### config.mk
export PLATFORM = sky130hd
export DESIGN_NAME = json_pair_scanner_top_flat
export DESIGN_NICKNAME = d
export VERILOG_FILES = /design/src/sv/jps_pkg.sv /design/src/sv/jps_if.sv /design/src/sv/jps_scan.sv /design/src/sv/jps_queue.sv /design/src/sv/json_pair_scanner_top.sv /design/src/flat_wrapper.sv
export SDC_FILE = /design/constraint.sdc
export NUM_CORES = 1
export LEC_CHECK = 0
export ABC_CLOCK_PERIOD_IN_PS = 8300
export BUFFER_PORTS_ARGS = -buffer_cell sky130_fd_sc_hd__buf_4
export CAP_MARGIN = 0
export CELL_PAD_IN_SITES_DETAIL_PLACEMENT = 0
export CELL_PAD_IN_SITES_GLOBAL_PLACEMENT = 1
export CORE_MARGIN = 2
export CORE_UTILIZATION = 45
export CTS_CLUSTER_DIAMETER = 50
export DETAILED_ROUTE_END_ITERATION = 8
export HOLD_SLACK_MARGIN = 0.15
export PLACE_DENSITY_LB_ADDON = 0.05
export SETUP_SLACK_MARGIN = 0.3
export SLEW_MARGIN = 20
export SYNTH_ARGS = -nofsm -noshare
export SYNTH_HDL_FRONTEND = slang
export SYNTH_SLANG_ARGS = --single-unit
### constraint.sdc
create_clock -name clk -period 8.3 [get_ports clk]
set_input_delay 1.66 -clock clk [delete_from_list [all_inputs] [get_ports clk]]
set_output_delay 1.66 -clock clk [all_outputs]
set_load 0.005 [all_outputs]
### src/sv/jps_pkg.sv
// Shared types, character codes and literal tables for the JSON pair scanner.
// No dependencies; every other file imports this package.
package jps_pkg;

  localparam int POS_W = 12;
  localparam int BYTE_W = 8;
  localparam int COUNT_W = 8;
  localparam int DEF_MAX_DOC_BYTES = 4096;
  localparam int QUEUE_DEPTH = 4;

  typedef logic [POS_W-1:0] pos_t;
  typedef logic [BYTE_W-1:0] byte_t;
  typedef logic [COUNT_W-1:0] count_t;

  localparam count_t MAX_PAIRS_RESET = 8'd16;
  localparam count_t COUNT_MAX = 8'hFF;

  localparam logic RK_PAIR = 1'b0;
  localparam logic RK_SUMMARY = 1'b1;

  typedef enum logic [2:0] {
    VT_NULL = 3'd0,
    VT_BOOL = 3'd1,
    VT_STRING = 3'd2,
    VT_NUMBER = 3'd3,
    VT_UNKNOWN = 3'd4
  } vtype_t;

  typedef enum logic [2:0] {
    PH_SEEK_KEY,
    PH_IN_KEY,
    PH_SEEK_COLON,
    PH_SKIP_WS,
    PH_IN_QUOTED,
    PH_IN_LITERAL,
    PH_IN_BARE
  } phase_t;

  typedef enum logic [1:0] {
    LIT_NONE,
    LIT_NULL,
    LIT_TRUE,
    LIT_FALSE
  } lit_t;

  localparam byte_t CH_NUL = 8'h00;
  localparam byte_t CH_TAB = 8'h09;
  localparam byte_t CH_LF = 8'h0A;
  localparam byte_t CH_CR = 8'h0D;
  localparam byte_t CH_SPACE = 8'h20;
  localparam byte_t CH_QUOTE = 8'h22;
  localparam byte_t CH_COMMA = 8'h2C;
  localparam byte_t CH_MINUS = 8'h2D;
  localparam byte_t CH_DIGIT0 = 8'h30;
  localparam byte_t CH_DIGIT9 = 8'h39;
  localparam byte_t CH_COLON = 8'h3A;
  localparam byte_t CH_RBRACE = 8'h7D;

  typedef struct packed {
    logic   record_kind;
    pos_t   key_offset;
    pos_t   key_length;
    pos_t   value_offset;
    pos_t   value_length;
    vtype_t value_type;
    count_t pair_count;
    logic   last;
  } record_t;

  typedef struct packed {
    logic [1:0] n;
    record_t    rec_a;
    record_t    rec_b;
  } scan_out_t;

  function automatic logic [2:0] lit_len(input lit_t cand);
    case (cand)
      LIT_NULL: return 3'd4;
      LIT_TRUE: return 3'd4;
      LIT_FALSE: return 3'd5;
      default: return 3'd0;
    endcase
  endfunction

  function automatic byte_t lit_char(input lit_t cand, input logic [2:0] idx);
    byte_t ch;
    ch = CH_NUL;
    case (cand)
      LIT_NULL: begin
        case (idx)
          3'd0: ch = "n";
          3'd1: ch = "u";
          3'd2: ch = "l";
          3'd3: ch = "l";
          default: ch = CH_NUL;
        endcase
      end
      LIT_TRUE: begin
        case (idx)
          3'd0: ch = "t";
          3'd1: ch = "r";
          3'd2: ch = "u";
          3'd3: ch = "e";
          default: ch = CH_NUL;
        endcase
      end
      LIT_FALSE: begin
        case (idx)
          3'd0: ch = "f";
          3'd1: ch = "a";
          3'd2: ch = "l";
          3'd3: ch = "s";
          3'd4: ch = "e";
          default: ch = CH_NUL;
        endcase
      end
      default: ch = CH_NUL;
    endcase
    return ch;
  endfunction

  function automatic lit_t lit_start(input byte_t c);
    if (c == "n") return LIT_NULL;
    if (c == "t") return LIT_TRUE;
    if (c == "f") return LIT_FALSE;
    return LIT_NONE;
  endfunction

  function automatic logic lit_is(input lit_t cand, input logic [2:0] cnt, input pos_t size,
                                  input lit_t want);
    return (cand == want) && (cnt == lit_len(want)) && (size == pos_t'(lit_len(want)));
  endfunction

  function automatic vtype_t value_kind(input lit_t cand, input logic [2:0] cnt,
                                        input pos_t size, input byte_t first,
                                        input logic quoted);
    if (lit_is(cand, cnt, size, LIT_NULL)) return VT_NULL;
    if (lit_is(cand, cnt, size, LIT_TRUE) || lit_is(cand, cnt, size, LIT_FALSE)) return VT_BOOL;
    if (size != '0 && quoted) return VT_STRING;
    if ((first >= CH_DIGIT0 && first <= CH_DIGIT9) || first == CH_MINUS) return VT_NUMBER;
    return VT_UNKNOWN;
  endfunction

endpackage

### src/sv/jps_if.sv
// Valid/ready channel interfaces: text bytes in, pair records out.
// Depends on jps_pkg.
interface jps_text_if;
  import jps_pkg::*;
  logic  valid;
  logic  ready;
  byte_t text_byte;
  modport source (output valid, output text_byte, input ready);
  modport sink (input valid, input text_byte, output ready);
endinterface

interface jps_record_if;
  import jps_pkg::*;
  logic   valid;
  logic   ready;
  logic   record_kind;
  pos_t   key_offset;
  pos_t   key_length;
  pos_t   value_offset;
  pos_t   value_length;
  vtype_t value_type;
  count_t pair_count;
  logic   last;
  modport source (output valid, output record_kind, output key_offset, output key_length,
                  output value_offset, output value_length, output value_type,
                  output pair_count, output last, input ready);
  modport sink (input valid, input record_kind, input key_offset, input key_length,
                input value_offset, input value_length, input value_type,
                input pair_count, input last, output ready);
endinterface

### src/sv/jps_scan.sv
// Per-byte scan state and step logic; produces up to two records per byte.
// Depends on jps_pkg.
module jps_scan #(
  parameter int MAX_DOC_BYTES = jps_pkg::DEF_MAX_DOC_BYTES
) (
  input  logic               clk,
  input  logic               rst,
  input  logic               accept,
  input  jps_pkg::byte_t     text_byte,
  input  logic               cfg_we,
  input  jps_pkg::count_t    cfg_data,
  output jps_pkg::scan_out_t emit
);
  import jps_pkg::*;

  localparam int PosCap = (1 << POS_W) - 1;
  localparam int PosLimitInt = (MAX_DOC_BYTES - 1 < PosCap) ? MAX_DOC_BYTES - 1 : PosCap;
  localparam pos_t PosLimit = pos_t'(PosLimitInt);

  phase_t     phase, phase_next;
  pos_t       byte_position, byte_position_next;
  pos_t       key_start, key_start_next;
  pos_t       key_size, key_size_next;
  pos_t       value_start, value_start_next;
  pos_t       value_size, value_size_next;
  lit_t       lit_cand, lit_cand_next;
  logic [2:0] lit_cnt, lit_cnt_next;
  byte_t      first_char, first_char_next;
  count_t     pairs_seen, pairs_seen_next;
  count_t     max_pairs;

  logic    end_doc;
  logic    pair_hit;
  logic    pair_quoted;
  logic    is_term;
  logic    is_ws;
  logic    lit_ok;
  lit_t    cand_new;
  count_t  pairs_emit;
  record_t pair_rec;
  record_t sum_rec;

  function automatic pos_t sat_inc(input pos_t v);
    return (v < PosLimit) ? v + pos_t'(1) : v;
  endfunction

  assign end_doc = (text_byte == CH_NUL);
  assign is_term = (text_byte == CH_COMMA) || (text_byte == CH_RBRACE) ||
                   (text_byte == CH_SPACE) || (text_byte == CH_LF) || (text_byte == CH_CR);
  assign is_ws = (text_byte == CH_SPACE) || (text_byte == CH_TAB) ||
                 (text_byte == CH_LF) || (text_byte == CH_CR);
  assign lit_ok = (lit_cand != LIT_NONE) && (lit_cnt < lit_len(lit_cand)) &&
                  (text_byte == lit_char(lit_cand, lit_cnt));
  assign cand_new = lit_start(text_byte);

  always_comb begin
    phase_next = phase;
    byte_position_next = sat_inc(byte_position);
    key_start_next = key_start;
    key_size_next = key_size;
    value_start_next = value_start;
    value_size_next = value_size;
    lit_cand_next = lit_cand;
    lit_cnt_next = lit_cnt;
    first_char_next = first_char;
    pair_hit = 1'b0;
    pair_quoted = 1'b0;

    if (end_doc) begin
      if (phase == PH_SKIP_WS) begin
        value_start_next = byte_position;
        value_size_next = '0;
        first_char_next = CH_NUL;
        lit_cand_next = LIT_NONE;
        lit_cnt_next = '0;
        pair_hit = 1'b1;
      end else if (phase == PH_IN_LITERAL || phase == PH_IN_BARE) begin
        lit_cand_next = LIT_NONE;
        lit_cnt_next = '0;
        pair_hit = 1'b1;
      end
    end else begin
      case (phase)
        PH_IN_KEY: begin
          if (text_byte == CH_QUOTE) begin
            phase_next = PH_SEEK_COLON;
          end else begin
            key_size_next = sat_inc(key_size);
          end
        end
        PH_SEEK_COLON: begin
          if (text_byte == CH_COLON) begin
            phase_next = PH_SKIP_WS;
          end
        end
        PH_SKIP_WS: begin
          if (is_ws) begin
            phase_next = PH_SKIP_WS;
          end else if (text_byte == CH_QUOTE) begin
            value_start_next = sat_inc(byte_position);
            value_size_next = '0;
            first_char_next = CH_QUOTE;
            lit_cand_next = LIT_NONE;
            lit_cnt_next = '0;
            phase_next = PH_IN_QUOTED;
          end else begin
            value_start_next = byte_position;
            first_char_next = text_byte;
            lit_cand_next = cand_new;
            if (cand_new != LIT_NONE) begin
              lit_cnt_next = 3'd1;
              value_size_next = pos_t'(1);
              phase_next = PH_IN_LITERAL;
            end else begin
              lit_cnt_next = '0;
              if (is_term) begin
                value_size_next = '0;
                pair_hit = 1'b1;
                phase_next = PH_SEEK_KEY;
              end else begin
                value_size_next = sat_inc('0);
                phase_next = PH_IN_BARE;
              end
            end
          end
        end
        PH_IN_QUOTED: begin
          if (text_byte == CH_QUOTE) begin
            pair_hit = 1'b1;
            pair_quoted = 1'b1;
            phase_next = PH_SEEK_KEY;
          end else begin
            if (value_size == '0) begin
              first_char_next = text_byte;
              lit_cand_next = cand_new;
              lit_cnt_next = (cand_new != LIT_NONE) ? 3'd1 : 3'd0;
            end else if (lit_ok) begin
              lit_cnt_next = lit_cnt + 3'd1;
            end else begin
              lit_cand_next = LIT_NONE;
              lit_cnt_next = '0;
            end
            value_size_next = sat_inc(value_size);
          end
        end
        PH_IN_LITERAL: begin
          if (lit_ok) begin
            lit_cnt_next = lit_cnt + 3'd1;
            value_size_next = sat_inc(value_size);
            if (lit_cnt + 3'd1 == lit_len(lit_cand)) begin
              pair_hit = 1'b1;
              phase_next = PH_SEEK_KEY;
            end
          end else begin
            lit_cand_next = LIT_NONE;
            lit_cnt_next = '0;
            if (is_term) begin
              pair_hit = 1'b1;
              phase_next = PH_SEEK_KEY;
            end else begin
              value_size_next = sat_inc(value_size);
              phase_next = PH_IN_BARE;
            end
          end
        end
        PH_IN_BARE: begin
          if (is_term) begin
            pair_hit = 1'b1;
            phase_next = PH_SEEK_KEY;
          end else begin
            value_size_next = sat_inc(value_size);
          end
        end
        default: begin
          phase_next = PH_SEEK_KEY;
          if (text_byte == CH_QUOTE && pairs_seen < max_pairs) begin
            key_start_next = sat_inc(byte_position);
            key_size_next = '0;
            phase_next = PH_IN_KEY;
          end
        end
      endcase
    end
  end

  always_comb begin
    pairs_emit = pairs_seen;
    if (pair_hit && pairs_seen != COUNT_MAX) begin
      pairs_emit = pairs_seen + count_t'(1);
    end

    pair_rec.record_kind = RK_PAIR;
    pair_rec.key_offset = key_start;
    pair_rec.key_length = key_size;
    pair_rec.value_offset = value_start_next;
    pair_rec.value_length = value_size_next;
    pair_rec.value_type = value_kind(lit_cand_next, lit_cnt_next, value_size_next,
                                     first_char_next, pair_quoted);
    pair_rec.pair_count = pairs_emit;
    pair_rec.last = !end_doc;

    sum_rec.record_kind = RK_SUMMARY;
    sum_rec.key_offset = '0;
    sum_rec.key_length = '0;
    sum_rec.value_offset = '0;
    sum_rec.value_length = '0;
    sum_rec.value_type = VT_NULL;
    sum_rec.pair_count = pairs_emit;
    sum_rec.last = 1'b1;

    emit.rec_a = (pair_hit || !end_doc) ? pair_rec : sum_rec;
    emit.rec_b = sum_rec;
    if (!accept) begin
      emit.n = 2'd0;
    end else if (end_doc) begin
      emit.n = pair_hit ? 2'd2 : 2'd1;
    end else begin
      emit.n = pair_hit ? 2'd1 : 2'd0;
    end

    pairs_seen_next = pairs_emit;
  end

  always_ff @(posedge clk) begin
    if (rst) begin
      max_pairs <= MAX_PAIRS_RESET;
      phase <= PH_SEEK_KEY;
      byte_position <= '0;
      key_start <= '0;
      key_size <= '0;
      value_start <= '0;
      value_size <= '0;
      lit_cand <= LIT_NONE;
      lit_cnt <= '0;
      first_char <= CH_NUL;
      pairs_seen <= '0;
    end else begin
      if (cfg_we) begin
        max_pairs <= cfg_data;
      end
      if (accept) begin
        if (end_doc) begin
          phase <= PH_SEEK_KEY;
          byte_position <= '0;
          key_start <= '0;
          key_size <= '0;
          value_start <= '0;
          value_size <= '0;
          lit_cand <= LIT_NONE;
          lit_cnt <= '0;
          first_char <= CH_NUL;
          pairs_seen <= '0;
        end else begin
          phase <= phase_next;
          byte_position <= byte_position_next;
          key_start <= key_start_next;
          key_size <= key_size_next;
          value_start <= value_start_next;
          value_size <= value_size_next;
          lit_cand <= lit_cand_next;
          lit_cnt <= lit_cnt_next;
          first_char <= first_char_next;
          pairs_seen <= pairs_seen_next;
        end
      end
    end
  end

endmodule

### src/sv/jps_queue.sv
// Small record queue: takes up to two words per cycle, hands out one.
// Depends on jps_pkg.
module jps_queue (
  input  logic                                   clk,
  input  logic                                   rst,
  input  jps_pkg::scan_out_t                     push,
  input  logic                                   pop,
  output jps_pkg::record_t                       head,
  output logic [$clog2(jps_pkg::QUEUE_DEPTH+1)-1:0] level
);
  import jps_pkg::*;

  localparam int PtrW = $clog2(QUEUE_DEPTH);
  localparam int LvlW = $clog2(QUEUE_DEPTH + 1);

  record_t         mem [QUEUE_DEPTH];
  logic [PtrW-1:0] wr_ptr;
  logic [PtrW-1:0] rd_ptr;
  logic [PtrW-1:0] wr_ptr_b;

  assign wr_ptr_b = wr_ptr + PtrW'(1);
  assign head = mem[rd_ptr];

  always_ff @(posedge clk) begin
    if (push.n != 2'd0) begin
      mem[wr_ptr] <= push.rec_a;
    end
    if (push.n == 2'd2) begin
      mem[wr_ptr_b] <= push.rec_b;
    end
  end

  always_ff @(posedge clk) begin
    if (rst) begin
      wr_ptr <= '0;
      rd_ptr <= '0;
      level <= '0;
    end else begin
      wr_ptr <= wr_ptr + PtrW'(push.n);
      if (pop) begin
        rd_ptr <= rd_ptr + PtrW'(1);
      end
      level <= level + LvlW'(push.n) - LvlW'(pop);
    end
  end

endmodule

### src/sv/json_pair_scanner_top.sv
// Takes one text byte per cycle and delivers one word per key/value pair, plus one
// summary word when a zero byte ends the document. Each accepted byte is scanned in
// the cycle it arrives, and its words (at most two) go into a four-word queue that
// drives the result channel. text.ready stays high while the queue has room for two
// words, so a steady stream runs at one byte per cycle as long as results are taken.
// The user must write max_pairs through cfg_we/cfg_data only while the block is idle;
// the block itself does not enforce this. max_pairs resets to 16.
// Top level; depends on jps_pkg, jps_if, jps_scan and jps_queue.
module json_pair_scanner_top #(
  parameter int MAX_DOC_BYTES = jps_pkg::DEF_MAX_DOC_BYTES
) (
  input  logic                clk,
  input  logic                rst,
  jps_text_if.sink            text,
  jps_record_if.source        result,
  input  logic                cfg_we,
  input  jps_pkg::count_t     cfg_data
);
  import jps_pkg::*;

  localparam int LvlW = $clog2(QUEUE_DEPTH + 1);

  scan_out_t       emit;
  record_t         head;
  logic [LvlW-1:0] level;
  logic            accept;
  logic            pop;

  assign text.ready = (level <= LvlW'(QUEUE_DEPTH - 2));
  assign accept = text.valid && text.ready;
  assign result.valid = (level != '0);
  assign pop = result.valid && result.ready;

  jps_scan #(
    .MAX_DOC_BYTES(MAX_DOC_BYTES)
  ) u_scan (
    .clk      (clk),
    .rst      (rst),
    .accept   (accept),
    .text_byte(text.text_byte),
    .cfg_we   (cfg_we),
    .cfg_data (cfg_data),
    .emit     (emit)
  );

  jps_queue u_queue (
    .clk  (clk),
    .rst  (rst),
    .push (emit),
    .pop  (pop),
    .head (head),
    .level(level)
  );

  assign result.record_kind = head.record_kind;
  assign result.key_offset = head.key_offset;
  assign result.key_length = head.key_length;
  assign result.value_offset = head.value_offset;
  assign result.value_length = head.value_length;
  assign result.value_type = head.value_type;
  assign result.pair_count = head.pair_count;
  assign result.last = head.last;

`ifndef NO_ASSERTIONS
  a_summary_last: assert property (@(posedge clk) disable iff (rst)
    result.valid && result.record_kind == RK_SUMMARY |-> result.last)
    else $error("summary word without last");

  a_summary_zero: assert property (@(posedge clk) disable iff (rst)
    result.valid && result.record_kind == RK_SUMMARY |->
      result.key_offset == '0 && result.key_length == '0 && result.value_offset == '0 &&
      result.value_length == '0 && result.value_type == VT_NULL)
    else $error("summary word carries pair fields");

  a_pair_counted: assert property (@(posedge clk) disable iff (rst)
    result.valid && result.record_kind == RK_PAIR |-> result.pair_count != '0)
    else $error("pair word with zero pair count");

  a_stall_has_output: assert property (@(posedge clk) disable iff (rst)
    !text.ready |-> result.valid)
    else $error("input stalled with empty queue");
`endif

endmodule
### src/flat_wrapper.sv
// flat-port wrapper written by rule: the top's interface ports become plain ports
module json_pair_scanner_top_flat import jps_pkg::*;
#(
  parameter int MAX_DOC_BYTES = jps_pkg::DEF_MAX_DOC_BYTES
)
  (clk, rst, cfg_we, cfg_data, text_valid, text_text_byte, text_ready, result_valid, result_record_kind, result_key_offset, result_key_length, result_value_offset, result_value_length, result_value_type, result_pair_count, result_last, result_ready);
  jps_text_if text_i ();
  jps_record_if result_i ();
  input  logic clk;
  input  logic rst;
  input  logic cfg_we;
  input  jps_pkg::count_t cfg_data;
  input wire logic [$bits(text_i.valid)-1:0] text_valid;
  input wire logic [$bits(text_i.text_byte)-1:0] text_text_byte;
  output wire logic [$bits(text_i.ready)-1:0] text_ready;
  output wire logic [$bits(result_i.valid)-1:0] result_valid;
  output wire logic [$bits(result_i.record_kind)-1:0] result_record_kind;
  output wire logic [$bits(result_i.key_offset)-1:0] result_key_offset;
  output wire logic [$bits(result_i.key_length)-1:0] result_key_length;
  output wire logic [$bits(result_i.value_offset)-1:0] result_value_offset;
  output wire logic [$bits(result_i.value_length)-1:0] result_value_length;
  output wire logic [$bits(result_i.value_type)-1:0] result_value_type;
  output wire logic [$bits(result_i.pair_count)-1:0] result_pair_count;
  output wire logic [$bits(result_i.last)-1:0] result_last;
  input wire logic [$bits(result_i.ready)-1:0] result_ready;
  assign text_i.valid = text_valid;
  assign text_i.text_byte = text_text_byte;
  assign text_ready = text_i.ready;
  assign result_valid = result_i.valid;
  assign result_record_kind = result_i.record_kind;
  assign result_key_offset = result_i.key_offset;
  assign result_key_length = result_i.key_length;
  assign result_value_offset = result_i.value_offset;
  assign result_value_length = result_i.value_length;
  assign result_value_type = result_i.value_type;
  assign result_pair_count = result_i.pair_count;
  assign result_last = result_i.last;
  assign result_i.ready = result_ready;
  json_pair_scanner_top #(.MAX_DOC_BYTES(MAX_DOC_BYTES)) u_core (.clk(clk), .rst(rst), .text(text_i), .result(result_i), .cfg_we(cfg_we), .cfg_data(cfg_data));
endmodule
# Word-level counts from Yosys, hierarchy flattened
# Memories as Yosys holds them, arrays and structs flattened. A register that Yosys moved wholly into a read port is not among the register bits.
# Index checks and enable logic that the tools add are counted.
# word_totals
ff_bits,99
mem_bits_rw,244
out_inout_bits,63
wordCells,259
memories,1
# memory_table
memory,depth,width,read_ports,rd_clocked_by_memory_dff,write_ports,line_no,text
u_core.u_queue.mem,4,61,1,1,2,jps_queue.sv:16,record_t mem [QUEUE_DEPTH];
# op_classes
addsub,10
magnitude_cmp,8
n_eq_ne,47
n_mux,136
reduce_logical,43
# ops
cell,n
$mux 12,23
$mux 3,32
$mux 8,9
$mux 61,1
$pmux 12 s4,1
$eq 8x6->1 const B,5
$mux 2,20
$mux 1,39
$add 12x1->12 const B,3
$lt 12x12->1 const B,3
$pmux 7 s5,1
$eq 8x7->1 const B,4
$pmux 7 s4,1
$eq 12x3->1,2
$eq 8x4->1 const B,3
$pmux 12 s2,1
$pmux 8 s3,1
$pmux 7 s3,1
$ne 3x3->1 const B,6
$pmux 3 s6,1
$pmux 8 s2,1
$eq 3x3->1 const B,5
$logic_and 1x1->1,14
$eq 12x3->1 const B,1
other kinds (38),66

# Logic depth before layout (Yosys ltp)
# Gate-level depths: netlist (run 1).
# depth
word_depth,35
ltp_mapped,20

# Cells and area by module
# Synthesis (run 1) repeated with hierarchy kept, for this count alone.
# hier_totals
cells_unflattened,1776
area_unflattened_um2,20649.8
# by_module_without_submodules
mod,instances,cells_each,area_each_um2,seq_area_each_um2
jps_queue,1,637,12513.3,7507.2
jps_scan,1,1135,8105.3,1841.8
json_pair_scanner_top,1,4,31.3,0.0

# Worst setup path after synthesis (run 1)
# OpenSTA, ideal clock, no wires.
# synth_path
kind,input-to-reg
from,input port text_text_byte[0]
to,memory u_core.u_queue.mem[1][9] (netlist name)
setup_ps,69
arrival_ps,4950
required_ps,8231
setup_slack_ps,3280
stages,14
path_buffers,1
cell_sequence,buf_6 > or3_4 > a2111oi_4 > a21oi_2 > nand2_2 > o21ai_2 > a221o_1 > o31a_1 > a211oi_2 > o211ai_1 > or4b_1 > or3b_1 > o32a_1 > o21ai_1
# synth_rtl
element,line_no,text
start: declaration,flat_wrapper.sv:14,input wire logic [$bits(text_i.text_byte)-1:0] text_text_byte;
end: declaration,jps_queue.sv:16,

==> flow_summary.yaml, run 1 <==
run_status:
  outcome: "complete, no violations"
routing:
  top_layer: "met4"
  wl_met3_um: 3420
  drtAntennaViolNets: 0
  met2WireLength_um: 24100
  wire_per_inst_um: 20.8
  first_pass_iters: 5
  wl_met1_um: 25000
  drcViolationCount: 0
  drt_iter0_drc: 1239
  via_count: 15198
  drt_wl_total_um: 53800
  via_per_inst: 5.88
die:
  row_count: 71
  die_h_um: 199
  initial_utilization: 0.457
  die_w_um: 199
  dieArea_mm2: 0.0397
  io_pins: 84
  core_mm2: 0.0376
cts:
  cts_buffer_depth: 3
  cts_hold_buf: 0
  insertion_delay_ns: 0.59
  h-tree-depth: 2
  root_buffer: "clkbuf_16"
  cts_buffers: 43
  postCtsSetupRepairBufs: 0
  post_cts_resized: 0
  cts_tree: "built"
  clock-sinks: 345
  cts.clk_slew.worst_paths_ns: 0.06
timing:
  holdWs_ns: 0.445
  hold_violations: 0
  period_share: 0.665
  rsz0062_at_grt: "false"
  drv_slew: 0
  max_freq_mhz: 181
  worst_pin_slew_ns: 1.03
  setup_viol: 0
  fin_crit_ns: 5.52
  slew-limit-headroom: 0.310
  clock_skew_ns: 0.0172
  tns_ns: 0
critical_path:
  cp_max_fo: 32
  worstSetupPathType: "input port to register"
  worstSetupEndpointType: "register"
  worstSetupStartpointType: "input port"
  crit_arrival_ns: 6.01
  required_ns: 8.79
global_route:
  gr-total-overflow: 0
  grt_pass1_vias: 14345
  grt_max_degree: 55
  track_usage: 0.274
  antenna_found_initial: 0
  grt_pass1_wl_um: 83900
finish:
  antenna_cells: 0
  area_growth_syn_to_layout_pct: 13.1
  nets: 2087
  drive_above_1_share: 0.129
synthesis:
  ys_ff_latch: 345
  synth_edf_count: 32
  synth-seq-area-share: 0.421
  synth_area_mm2: 0.0172
  synth_nets: 2087
  synthDistinctLibCells: 86
  synth_area_per_cell_um2: 8.40
  synth-async-reset-ratio: 0
  syn_inst: 2042
  yosysWarnings: 0
  ys.flop_type: "dfxtp_1"
min_path:
  hold_class: "register to register"
placed_design:
  numPortBuffers: 83
  hpwlAfterDp_um: 36200
  gp_congestion: 0.935
power:
  leakage_nw: 6.89
  peakVddDrop_uv: 176
  p_per_area_mw_per_mm2: 202
job:
  cap_violations: 0
-- worst max-delay path, cell delays in order --
cell and delay (ns):
buf_4 0.16, nor4b_1 0.57, nand2_1 0.40, and3_1 0.60, nand2_1 0.17, a21oi_1 0.09
o31ai_1 0.51, a21oi_1 0.34, a21o_1 0.29, nand2_2 0.47, buf_4 0.53, nand2_1 0.10
o21ai_0 0.09
-- metal layers --
| metal | GRT usage | vias up |
|---|---|---|
| met4 | 0.0785 | 0 |
| li1 | - | 7256 |
| met3 | 0.0506 | 75 |
| met2 | 0.431 | 486 |
| met5 | 0 | - |
| met1 | 0.383 | 7381 |
-- layout make-up --
type	count	area, µm²
repair buffers	106	796
fillers	3639	18200
multi-input cells	1509	9210
clock inverters	15	178
clock buffers	62	1210
flip-flops and latches	345	7230
well taps	511	639
inverters	37	139
-- stage by stage --
step                instances  cell area [µm²]   util  power, mW  setup WS [ns]
floorplan                2042            17200      -       2.02           3.28
global placement         2508            18000  0.480       2.14           2.28
detailed placement       2508            18000  0.480       2.14           2.28
CTS                      2585            19400  0.517       3.97           2.84
global route             2585            19400  0.517       4.07           2.40
finish                   2585            19400  0.517       3.93           2.78
-- Yosys cell counts (7+ instances only) --
master      n  area share
a211oi_1   14      0.0061
a21o_1     18      0.0079
a21oi_1   133       0.039
a22o_1     10      0.0051
a22oi_1    19      0.0083
a31oi_1     8      0.0029
and2_1     17      0.0062
and3_1     23      0.0084
buf_1      20      0.0044
buf_2      10      0.0029
clkbuf_1  118       0.026
dfxtp_1   313        0.37
edfxtp_1   32       0.056
ha_1       23       0.017
inv_1      37      0.0081
mux2i_1    19       0.011
mux4_2     61       0.080
nand2_1   391       0.086
nand2b_1   21      0.0077
nand3_1    33      0.0096
nand3b_1   10      0.0044
nand4_1     8      0.0029
nor2_1    183       0.040
nor2b_1    10      0.0036
nor3_1     27      0.0079
nor3b_1     7      0.0031
nor4_1     10      0.0036
o211ai_1   18      0.0079
o21ai_0   266       0.078
o21ai_1    16      0.0047
o22ai_1     8      0.0029
o31ai_1     8      0.0035
or3_1      10      0.0036
xnor2_1    19      0.0097
xor2_1     19      0.0097
-- report_power, final --
group | total, mW | internal, mW | switching [mW]
combinational | 0.368 | 0.151 | 0.218
clock | 1.83 | 1.06 | 0.764
sequential | 1.73 | 1.70 | 0.0302
total | 3.93 | 2.91 | 1.01
-- worst paths after layout --
check | start | endpoint | slack, ns | cells past startpoint
min reg2reg | u_core.u_queue.mem[0][11] | u_core.u_queue.mem[0][11] | 0.44 | 2
max reg2reg | u_core.u_scan.lit_cnt[1] | u_core.u_queue.mem[3][4] | 2.80 | 13
max | text_text_byte[4] | u_core.u_queue.mem[3][29] | 2.78 | 13
min | u_core.u_queue.mem[0][11] | u_core.u_queue.mem[0][11] | 0.44 | 2
-- cell families after synthesis --
kind of cell / after synthesis / share of synthesized area
AO/OA/AOI/OAI: 575 / 0.197
XOR/XNOR: 38 / 0.0194
adder cells (fa/ha/maj): 24 / 0.0179
buffers and inverters: 188 / 0.0429
flip-flops: 345 / 0.421
multiplexers: 83 / 0.0931
AND/OR/NAND/NOR: 789 / 0.208
-- registers in the layout (all words and copies together), names as in the netlist, named ones only --
name and flops:
u_core.u_queue.mem 244, u_core.u_scan.lit_cnt 3, u_core.u_queue.wr_ptr 2, u_core.u_scan.max_pairs 8, u_core.u_scan.value_start 12, u_core.u_scan.first_char 8
u_core.u_queue.rd_ptr 2, u_core.u_queue.level 3, u_core.u_scan.lit_cand 2, u_core.u_scan.byte_position 12, u_core.u_scan.phase 3, u_core.u_scan.key_size 12
u_core.u_scan.key_start 12, u_core.u_scan.value_size 12, u_core.u_scan.pairs_seen 8
-- cells in the final DEF (no fill, tap or decap), types with 10 or more instances in the layout --
master	instances
nand2b_1	20
inv_1	36
o21ai_0	266
or3_1	10
xor2_1	19
ha_1	23
xnor2_1	19
and3_1	23
nand3_1	33
o21ai_1	16
nor2b_1	10
buf_4	106
mux4_2	61
clkbuf_1	11
mux2i_1	19
nand3b_1	10
a22oi_1	19
a22o_1	10
and2_1	15
a211oi_1	14
clkbuf_16	43
nor3_1	27
nor2_1	182
nor4_1	10
o211ai_1	18
a21oi_1	133
nand2_1	390
edfxtp_1	32
a21o_1	18
dfxtp_1	311
(Power assumes the default switching activity.)
==> run 2, diff against run 1 <==
--- a/config.mk
+++ b/config.mk
@@ -5,7 +5,7 @@
 export SDC_FILE = /design/constraint.sdc
 export NUM_CORES = 1
 export LEC_CHECK = 0
-export ABC_CLOCK_PERIOD_IN_PS = 8300
+export ABC_CLOCK_PERIOD_IN_PS = 5300
 export BUFFER_PORTS_ARGS = -buffer_cell sky130_fd_sc_hd__buf_4
 export CAP_MARGIN = 0
 export CELL_PAD_IN_SITES_DETAIL_PLACEMENT = 0
==> constraint.sdc (replaced) <==
create_clock -name clk -period 5.3 [get_ports clk]
set_input_delay 1.06 -clock clk [delete_from_list [all_inputs] [get_ports clk]]
set_output_delay 1.06 -clock clk [all_outputs]
set_load 0.005 [all_outputs]
==> run 2 against run 1 <==
Final area increased by 2.8%. Global-route usage increased by 0.24 points. Largest cell class unchanged. Sequential power grew 60%. Combinational power increased by 43%. Routed wire length grew 0.12%.
==> flow_summary.yaml, run 2 (synthesized netlist as in run 1, its figures left out) <==
run_status:
  outcome: "complete, no violations"
global_route:
  grt_max_degree: 60
  track_usage: 0.276
  gr-total-overflow: 0
  antenna_found_initial: 2
  grt_pass1_wl_um: 84700
  grt_pass1_vias: 14691
routing:
  wl_met1_um: 24800
  drtAntennaViolNets: 0
  met2WireLength_um: 24100
  wire_per_inst_um: 20.5
  drcViolationCount: 0
  via_count: 15278
  first_pass_iters: 6
  drt_wl_total_um: 53800
  wl_met3_um: 3330
  top_layer: "met5"
  drt_iter0_drc: 1162
  via_per_inst: 5.81
placed_design:
  numPortBuffers: 83
  gp_congestion: 0.915
  hpwlAfterDp_um: 37500
die:
  row_count: 71
  die_w_um: 199
  die_h_um: 199
  dieArea_mm2: 0.0397
  io_pins: 84
  core_mm2: 0.0376
  initial_utilization: 0.457
critical_path:
  worstSetupEndpointType: "register"
  crit_arrival_ns: 5.10
  worstSetupStartpointType: "register"
  required_ns: 5.74
  max_stage_delay_ns: 0.60
  worst_path_max_delay_cell: "or4_4"
  cp_top_family: "compound AO/OA/AOI/OAI gates"
  cp_max_fo: 13
  worstSetupPathType: "register to register"
  critPathBufInv: 1
  cp_cell_sequence: "inv_1, ha_1, nor2_1, a311oi_1, o311a_1, o221ai_1, or4_4, a2111oi_1, o21a_1, a21oi_1, nand2b_1, o32a_1, or4b_1, nand3_1, o21ai_1"
cts:
  insertion_delay_ns: 0.58
  cts.clk_slew.worst_paths_ns: 0.06
  cts_buffer_depth: 3
  cts_hold_buf: 0
  cts_tree: "built"
  cts_buffers: 42
  clock-sinks: 345
  h-tree-depth: 2
  root_buffer: "clkbuf_16"
finish:
  largest-register: "u_core.u_queue.mem"
  drive_above_1_share: 0.150
  area_growth_syn_to_layout_pct: 16.2
  fillers: 3633
  final_common_cell: "nand2_1"
  mostFrequentLayoutCells: "nand2_1 (390), dfxtp_1 (310), o21ai_0 (265)"
  antenna_cells: 0
  largest_reg_flops: 244
  nets: 2132
timing:
  slew-limit-headroom: 0.398
  holdWs_ns: 0.448
  rsz0062_at_grt: "false"
  max_freq_mhz: 214
  worst_pin_slew_ns: 0.900
  drv_slew: 0
  setup_viol: 0
  tns_ns: 0
  period_share: 0.880
  clock_skew_ns: 0.0240
  hold_violations: 0
  fin_crit_ns: 4.66
power:
  leakage_nw: 7.21
  p_per_area_mw_per_mm2: 313
  peakVddDrop_uv: 331
job:
  cap_violations: 0
min_path:
  hold_class: "register to register"
## run 2: final cells by class
type | instances | area [µm²] | area share
clock buffer | 55 | 1170 | 0.0587
sequential | 345 | 7240 | 0.363
timing repair buffer | 152 | 1280 | 0.0641
tap | 511 | 639 | 0.0320
inverter | 37 | 139 | 0.00696
clock inverter | 20 | 255 | 0.0128
multi-input combinational | 1509 | 9230 | 0.463
## run 2: final timing paths
kind                                     to                       from  cells after the start  slack, ns
setup reg to reg  u_core.u_queue.mem[3][10]   u_core.u_scan.lit_cnt[1]                     15       0.64
setup / recovery  u_core.u_queue.mem[3][10]   u_core.u_scan.lit_cnt[1]                     15       0.64
hold reg to reg   u_core.u_queue.mem[1][32]  u_core.u_queue.mem[1][32]                      2       0.45
hold / removal    u_core.u_queue.mem[1][32]  u_core.u_queue.mem[1][32]                      2       0.45
## run 2: what timing repair did
item                       in CTS  in global routing
setup endpoints to repair       0                 12
gates resized for setup         0                  6
setup buffers                   0                  1
## run 2: stage by stage
stage,instances,area (µm²),utilization,power (mW),setup slack [ns]
global placement,2553,18500,0.492,3.37,0.439
floorplan,2042,17200,-,3.17,0.880
global route,2629,19900,0.531,6.46,0.348
CTS,2628,19900,0.530,6.31,0.494
detailed placement,2553,18500,0.492,3.37,0.363
finish,2629,19900,0.531,6.23,0.637
## run 2: worst reg2reg max path, stage by stage, from the launching register on
cell       delay (ns)
dfxtp_2          0.37
inv_1            0.17
ha_1             0.32
nor2_1           0.11
a311oi_1         0.52
o311a_1          0.23
o221ai_1         0.22
or4_4            0.60
a2111oi_1        0.40
o21a_1           0.18
a21oi_1          0.10
nand2b_1         0.21
o32a_1           0.32
or4b_1           0.56
nand3_1          0.16
o21ai_1          0.07
## run 2: report_power, final
group | internal, mW | switching [mW]
sequential | 2.66 | 0.113
combinational | 0.243 | 0.283
clock | 1.78 | 1.16
total | 4.68 | 1.55
## run 2: per-layer routing
layer	up-vias	track usage
li1	7338	-
met3	114	0.0500
met2	487	0.432
met1	7337	0.383
met5	-	0
met4	2	0.0945
==> run 3, diff against run 2 <==
--- a/config.mk
+++ b/config.mk
@@ -5,13 +5,14 @@
 export SDC_FILE = /design/constraint.sdc
 export NUM_CORES = 1
 export LEC_CHECK = 0
-export ABC_CLOCK_PERIOD_IN_PS = 5300
+export ABC_CLOCK_PERIOD_IN_PS = 4900
 export BUFFER_PORTS_ARGS = -buffer_cell sky130_fd_sc_hd__buf_4
 export CAP_MARGIN = 0
 export CELL_PAD_IN_SITES_DETAIL_PLACEMENT = 0
 export CELL_PAD_IN_SITES_GLOBAL_PLACEMENT = 1
 export CORE_MARGIN = 2
 export CORE_UTILIZATION = 45
+export CTS_BUF_LIST = sky130_fd_sc_hd__clkbuf_8
 export CTS_CLUSTER_DIAMETER = 50
 export DETAILED_ROUTE_END_ITERATION = 8
 export HOLD_SLACK_MARGIN = 0.15
==> constraint.sdc (replaced) <==
create_clock -name clk -period 4.9 [get_ports clk]
set_input_delay 0.98 -clock clk [delete_from_list [all_inputs] [get_ports clk]]
set_output_delay 0.98 -clock clk [all_outputs]
set_load 0.005 [all_outputs]
==> run 3 against run 2 <==
Worst setup slack got worse by 0.22 ns. Via count rose by 2.4%. Register-to-register slack got worse by 0.22 ns. Sequential power rose by 8.7%. Final cell count rose by 1.5%. Flip-flop and latch count did not move. Worst hold slack got worse by 0.0032 ns. Utilization fell by 0.32 points. Fmax rose by 4.1%. Clock skew rose by 0.0062 ns. Critical path depth rose by 2. Global-route usage rose by 0.40 points. Critical endpoint is now u_core.u_queue.mem[2][9]. Largest power group is now sequential cells. Highest routed layer is now met4.
==> flow_summary.yaml, run 3 (synthesized netlist as in run 1, its figures left out) <==
critical_path:
  cp_max_fo: 5
  worstSetupStartpointType: "register"
  cp.depth: 17
  max_stage_delay_ns: 0.54
  critPathBufInv: 3
  worstSetupStartpoint: "u_core.u_scan.lit_cnt[1]"
  critPathCapture: "u_core.u_queue.mem[2][9]"
  r2r_cells: 17
  r2r_end: "u_core.u_queue.mem[2][9]"
  required_ns: 5.48
  cp_top_family: "compound AO/OA/AOI/OAI gates"
  cp_cell_sequence: "inv_1, ha_2, nor2_1, a21oi_1, o22ai_1, a221oi_2, or4_4, buf_2, buf_4, nor3_1, a211o_1, o21ai_2, nor4bb_2, nand4b_1, o41a_1, o32a_1, o21ai_1"
  r2r-start: "u_core.u_scan.lit_cnt[1]"
  worstSetupEndpointType: "register"
  worstSetupPathType: "register to register"
  worst_path_max_delay_cell: "a221oi_2"
  crit_arrival_ns: 5.06
  reg2reg_slack_ns: 0.42
routing:
  via_per_inst: 5.86
  drtAntennaViolNets: 0
  drt_wl_total_um: 55600
  wire_per_inst_um: 20.8
  drt_iter0_drc: 1055
  first_pass_iters: 5
  drcViolationCount: 0
  via_count: 15646
global_route:
  gr-total-overflow: 0
  grt_max_degree: 60
  grt_pass1_vias: 15164
  grt_pass1_wl_um: 86300
  antenna_found_initial: 0
  track_usage: 0.280
finish:
  fillers: 3635
  largest-register: "u_core.u_queue.mem"
  antenna_cells: 0
  drive_above_1_share: 0.169
  area_growth_syn_to_layout_pct: 15.6
  final_core_util: 0.528
  largest_reg_flops: 244
  final_common_cell: "nand2_1"
  nets: 2156
  mostFrequentLayoutCells: "nand2_1 (390), dfxtp_1 (307), o21ai_0 (265)"
cts:
  cts_buffers: 59
  cts_buffer_depth: 3
  cts_hold_buf: 0
  cts.clk_slew.worst_paths_ns: 0.06
  insertion_delay_ns: 0.66
  root_buffer: "clkbuf_8"
  cts_tree: "built"
  clock-sinks: 345
  h-tree-depth: 2
timing:
  holdWs_ns: 0.444
  tns_ns: 0
  worst_pin_slew_ns: 0.949
  fin_crit_ns: 4.48
  drv_slew: 0
  setup_viol: 0
  rsz0062_at_grt: "false"
  layout_setup_ws_ns: 0.419
  max_freq_mhz: 223
  clock_skew_ns: 0.0302
  hold_violations: 0
  period_share: 0.914
  slew-limit-headroom: 0.365
placed_design:
  dp_slack_ns: 0.00421
  numPortBuffers: 83
  hpwlAfterDp_um: 37500
  gp_congestion: 0.910
die:
  die_w_um: 199
  dieArea_mm2: 0.0397
  initial_utilization: 0.457
  die_h_um: 199
  io_pins: 84
  core_mm2: 0.0376
  row_count: 71
power:
  leakage_nw: 7.24
  total_power_mw: 6.18
  p_per_area_mw_per_mm2: 312
  peakVddDrop_uv: 401
job:
  cap_violations: 0
run_status:
  outcome: "complete, no violations"
min_path:
  hold_class: "register to register"
-- run 3: changes by cell type in the layout (fill, tap and decap cells not counted), sizes merged --
cell | previous run | this run
inv | 45 | 63
clkbuf | 55 | 72
buf | 152 | 159
bufinv | 4 | 1
clkinv | 7 | 9
clkinvlp | 1 | 0
-- run 3: how the worst min path moves through the flow --
stage                     cells past startpoint                       from                   endpoint
after floorplan                               2  u_core.u_queue.mem[1][10]  u_core.u_queue.mem[1][10]
after detailed placement                      2   u_core.u_queue.mem[1][9]   u_core.u_queue.mem[1][9]
final                                         2   u_core.u_queue.mem[1][9]   u_core.u_queue.mem[1][9]
after global routing                          2  u_core.u_queue.mem[0][60]  u_core.u_queue.mem[0][60]
after CTS                                     2   u_core.u_queue.mem[1][9]   u_core.u_queue.mem[1][9]
after global placement                        2  u_core.u_queue.mem[3][13]  u_core.u_queue.mem[3][13]
-- run 3: worst reg2reg max path, cell delays in order (launching register included) --
cell and delay [ns]:
dfxtp_1 0.31, inv_1 0.19, ha_2 0.31, nor2_1 0.09
a21oi_1 0.12, o22ai_1 0.09, a221oi_2 0.54, or4_4 0.30
buf_2 0.21, buf_4 0.15, nor3_1 0.04, a211o_1 0.34
o21ai_2 0.22, nor4bb_2 0.33, nand4b_1 0.15, o41a_1 0.42
o32a_1 0.41, o21ai_1 0.14
-- run 3: layout make-up --
type | count | area [µm²] | share of cell area
clock buffers | 72 | 991 | 0.0500
clock inverters | 36 | 190 | 0.00959
inverters | 37 | 139 | 0.00700
multi-input cells | 1509 | 9350 | 0.471
flip-flops and latches | 345 | 7240 | 0.365
well taps | 511 | 639 | 0.0322
repair buffers | 159 | 1280 | 0.0647
-- run 3: layer usage --
layer	global-route usage	share of wire	vias to the layer above
met5	0	0	-
met4	0.0987	0.028	0
met3	0.0381	0.052	106
met2	0.444	0.45	505
met1	0.392	0.47	7643
li1	-	-	7392
-- run 3: report_power, final --
group	internal (mW)	total, mW	leakage, nW	switching, mW
logic	0.265	0.573	3.65	0.308
registers	2.88	3.01	2.89	0.134
clock network	1.38	2.59	0.707	1.21
-- run 3: metrics by stage --
stage          std cells  area, µm²
2_1_floorplan       2042      17200
3_3_place_gp        2555      18400
3_5_place_dp        2555      18400
4_1_cts             2664      19600
5_1_grt             2669      19800
6_report            2669      19800
-- run 3: timing repair --
item | 4_1_cts | 5_1_grt
pin swaps | 1 | 4
setup buffers | 1 | 5
setup endpoints to repair | 13 | 206
resized for setup | 2 | 30
